File: config.mk
export PLATFORM = sky130hd
export DESIGN_NAME = salru_ctrl
export DESIGN_NICKNAME = d
export VERILOG_FILES = /design/src/sv/assert_macros.svh /design/src/sv/salru_pkg.sv /design/src/sv/salru_ctrl.sv
export SDC_FILE = /design/constraint.sdc
export NUM_CORES = 1
export LEC_CHECK = 0
export BUFFER_PORTS_ARGS = -buffer_cell sky130_fd_sc_hd__buf_2
export CAP_MARGIN = 20
export CORE_AREA = 8 8 45 47
export DETAILED_ROUTE_END_ITERATION = 6
export DIE_AREA = 0 0 53 55
export PLACE_DENSITY_LB_ADDON = 0.25
export SLEW_MARGIN = 25
export SYNTH_ARGS = -nofsm -noshare
export SYNTH_HDL_FRONTEND = slang
export SYNTH_SLANG_ARGS = --single-unit
File: constraint.sdc
create_clock -name clock -period 1.55 [get_ports clock]
set_input_delay 0 -clock clock [delete_from_list [all_inputs] [get_ports clock]]
set_output_delay 0 -clock clock [all_outputs]
set_load 0.01 [all_outputs]
File: src/sv/assert_macros.svh
// Assertion macros shared by the RTL of the LRU tag store.
// Depends on nothing; included by files that carry concurrent assertions.
`ifndef ASSERT_MACROS_SVH
`define ASSERT_MACROS_SVH

// Clocked assertion that is switched off while reset is high.
`define SALRU_ASSERT(lbl, clk, rst, prop, msg) \
   lbl: assert property (@(posedge clk) disable iff (rst) prop) \
      else $error(msg);

// Clocked assertion that is checked at every edge, reset included.
`define SALRU_ASSERT_ALWAYS(lbl, clk, prop, msg) \
   lbl: assert property (@(posedge clk) prop) else $error(msg);

`endif

File: src/sv/salru_pkg.sv
// Package of the LRU tag store: word types, control structs, constants.
// Depends on nothing; imported by the controller, the datapath and the top level.
`timescale 1ns / 1ps

package salru_pkg;

   localparam int DEF_SETS = 256;
   localparam int DEF_WAYS = 8;
   localparam int TAG_W = 32;
   localparam int CSR_ADDR_W = 4;
   localparam int CSR_DATA_W = 32;

   // Access kind carried in req_type.
   localparam logic ACC_WRITE = 1'b1;

   // Register indexes, taken from paddr[3:2].
   localparam logic [1:0] REG_OFFSET_BITS = 2'd0;
   localparam logic [1:0] REG_SET_BITS = 2'd1;
   localparam logic [1:0] REG_WAYS_IN_USE = 2'd2;

   localparam logic [2:0] RST_OFFSET_BITS = 3'd5;
   localparam logic [3:0] RST_SET_BITS = 4'd8;
   localparam logic [3:0] RST_WAYS_IN_USE = 4'd4;

   typedef struct packed {
      logic        req_type;
      logic [31:0] address;
   } req_word_type;

   typedef struct packed {
      logic        hit;
      logic [2:0]  way;
      logic [7:0]  set_sel;
      logic        victim_valid;
      logic        victim_dirty;
      logic [31:0] victim_tag;
   } rsp_word_type;

   typedef struct packed {
      logic clear_step;
      logic capture;
      logic commit;
   } salru_cmd_type;

   typedef struct packed {
      logic clear_last;
   } salru_status_type;

endpackage

File: src/sv/salru_ctrl.sv
// Controller of the LRU tag store: clearing pass, lookup and commit sequencing.
// Depends on salru_pkg; drives the datapath through salru_cmd_type.
`timescale 1ns / 1ps

module salru_ctrl import salru_pkg::*; (
   input  logic             clock,
   input  logic             reset,
   input  logic             req_valid,
   output logic             req_ready,
   output logic             rsp_valid,
   input  logic             rsp_ready,
   input  salru_status_type status,
   output salru_cmd_type    cmd
);

   typedef enum logic [1:0] {
      ST_CLEAR,
      ST_IDLE,
      ST_UPDATE
   } state_type;

   state_type state_ff;
   state_type state_in;
   logic      rsp_valid_ff;
   logic      rsp_valid_in;

   always_comb begin
      state_in     = state_ff;
      cmd          = '0;
      req_ready    = 1'b0;
      rsp_valid_in = rsp_valid_ff && !rsp_ready;
      unique case (state_ff)
         ST_CLEAR: begin
            cmd.clear_step = 1'b1;
            if (status.clear_last) begin
               state_in = ST_IDLE;
            end
         end
         ST_IDLE: begin
            req_ready = 1'b1;
            if (req_valid) begin
               cmd.capture = 1'b1;
               state_in    = ST_UPDATE;
            end
         end
         ST_UPDATE: begin
            // The set row is in the read register; write it back once the
            // result register is free.
            if (!rsp_valid_ff || rsp_ready) begin
               cmd.commit   = 1'b1;
               rsp_valid_in = 1'b1;
               state_in     = ST_IDLE;
            end
         end
         default: begin
            state_in = ST_CLEAR;
         end
      endcase
   end

   always_ff @(posedge clock) begin
      if (reset) begin
         state_ff     <= ST_CLEAR;
         rsp_valid_ff <= 1'b0;
      end else begin
         state_ff     <= state_in;
         rsp_valid_ff <= rsp_valid_in;
      end
   end

   assign rsp_valid = rsp_valid_ff;

endmodule

==> results_dict.tcl <==
set metrics [dict create \
    cts.repair.resized 0 \
    cts_root_buf "clkbuf_4" \
    antenna_found_initial 0 \
    ys_types 9 \
    hold_class "in -> reg" \
    htreeDepth 1 \
    drc 0 \
    switching_share 0.249 \
    endpoint_kind "flop" \
    power.internal_mw 0.199 \
    vias 162 \
    drt_iter0_drc 2 \
    busiest_layer "met4" \
    routed_wl_um 429 \
    dr.pass1.iters 3 \
    met2_usage 0.0332 \
    holdPathStages 3 \
    cp_max_fo 6 \
    pre_cts_slack_ns 0.577 \
    ys_ff_latch 3 \
    clkPwrFrac 0.521 \
    fill_cells 160 \
    start_util 0.0995 \
    timing.max_slew.rel_slack 0.850 \
    die-area_mm2 0.00292 \
    setup_viol 0 \
    startpoint_type "flop" \
    syn_inst 18 \
    arrival_ns 1.13 \
    grt_max_degree 7 \
    skew_ns 0.00257 \
    wl_per_cell_um 8.94 \
    cts_sinks 3 \
    worstPathRequired_ns 1.69 \
    syn_area_um2 138 \
    min_period_over_period 0.633 \
    drv_cap 0 \
    cts_inserted_buffers 3 \
    core-area_mm2 0.00138 \
    viasPerCell 3.38 \
    grt_overflow 0 \
    grt_pass1_vias 155 \
    track_usage 0.0371 \
    fp.dieW_um 53 \
    rsz0062_at_grt "false" \
    ir_drop_uv 207 \
    fin_ws_ns 0.568 \
    power_density_mw_per_mm2 1110 \
    area_growth_pct 73.6 \
    final_nets 38 \
    cts_buffer_depth 2 \
    antennaDiodeCount 0 \
    ys_warn_count 0 \
    io_buffers 9 \
    power_frac_comb 0.148 \
    hpwl_um 339 \
    reg2reg_depth 3 \
    hold_slack_ns 0.0623 \
    ys_seq_area_frac 0.436 \
    clock.fmax_ghz 1.02 \
    globalplace.congestion 0.669 \
    placed_area_um2 203 \
    antenna_left 0 \
    finalMaxSlewViolations 0 \
    num_rows 14 \
    met3_usage 0.0428 \
    outcome "finished, final reports clean" \
    p_sw_mw 0.0660 \
    worst_slew_pin_slew_ns 0.224 \
    cellLeakagePower_nw 0.114 \
    gr-usage-met1 0.0303 \
    insertion_delay_ns 0.23 \
    power_mw 0.265 \
    io_pins 10 \
    seqPwrFrac 0.331 \
    die_h_um 55 \
    syn_avg_cell_area_um2 7.65 \
    layout-drive-gt1-share 0.375 \
    finalSetupTns_ns 0 \
    syn-num-nets 23 \
    period_minus_slack_ns 0.982 \
    fin_area_um2 239 \
    cts_tree "built" \
    worstSetupPathType "reg -> reg" \
    clk_pin_slew_ns 0.04 \
    hold_viol_final 0 \
    grt_pass1_wl_um 634 \
]
final timing paths:
| path | startpoint | endpoint | slack (ns) |
|---|---|---|---|
| hold / removal | req_valid | state_ff[1] | 0.06 |
| hold reg to reg | state_ff[1] | state_ff[0] | 0.55 |
| setup / recovery | state_ff[0] | state_ff[0] | 0.57 |
| setup reg to reg | state_ff[0] | state_ff[0] | 0.57 |
timing repair:
item / in CTS / in global routing
endpoints found under the hold margin: 3 / 0
buffers inserted: 0 / 0
hold buffers: 1 / 0
area by class of cell:
| cell class | count | area (µm²) | area share |
|---|---|---|---|
| clock buffers | 4 | 26.3 | 0.110 |
| well taps | 16 | 20.0 | 0.0838 |
| repair buffers | 10 | 55.1 | 0.230 |
| flip-flops and latches | 3 | 60.1 | 0.251 |
| multi-input cells | 15 | 77.6 | 0.325 |
cells in the final DEF (no fill, tap or decap):
master	instances
o31ai_1	1
nor2_1	6
nand2_1	1
or3_1	1
dfxtp_1	3
nand2b_1	1
nor2b_1	3
a22oi_1	1
clkbuf_4	3
buf_2	9
o21ai_0	1
dlygate4sd3_1	1
clkbuf_1	1
power groups by stage:
| stage | Sequential (mW) | Combinational [mW] | Clock (mW) |
|---|---|---|---|
| final | 0.0876 | 0.0392 | 0.138 |
| after floorplan | 0.0882 | 0.0193 | 0 |
| after global routing | 0.0886 | 0.0435 | 0.158 |
| after detailed placement | 0.0887 | 0.0376 | 0 |
| after global placement | 0.0893 | 0.0377 | 0 |
| after CTS | 0.0875 | 0.0396 | 0.147 |
synth_stat cells (all sizes together):
| cell type | n | area (µm²) |
|---|---|---|
| o21ai | 1 | 5.00 |
| nand2b | 1 | 6.26 |
| nor2 | 6 | 22.5 |
| dfxtp | 3 | 60.1 |
| nor2b | 3 | 18.8 |
| a22oi | 1 | 7.51 |
| or3 | 1 | 6.26 |
| nand2 | 1 | 3.75 |
| o31ai | 1 | 7.51 |
registers in the layout, summed over array words and instances (netlist names):
| signal | cells |
|---|---|
| rsp_valid | 1 |
| state_ff | 2 |
worst max-delay path, cell delays in order (launching register included):
cell	delay (ns)
dfxtp_1	0.33
nand2b_1	0.17
or3_1	0.32
o31ai_1	0.07
routing by layer:
metal / vias to the layer above / share of wire
met5: - / 0
met4: 0 / 0
met3: 0 / 0.21
met2: 8 / 0.38
met1: 66 / 0.41
li1: 88 / -
kinds of logic (layout without fill, tap and decap cells):
logic type	count (synthesis)	after routing	share of synthesized area
flops	3	3	0.436
buf+inv	0	14	0
compound gates	3	3	0.145
simple gates	12	12	0.418
stage by stage:
step | util | cells
detailed placement | 0.146 | 43
CTS | 0.173 | 48
global route | 0.173 | 48
global placement | 0.146 | 43
floorplan | - | 18
finish | 0.173 | 48
Note: power is estimated with default switching activity, not from simulation.
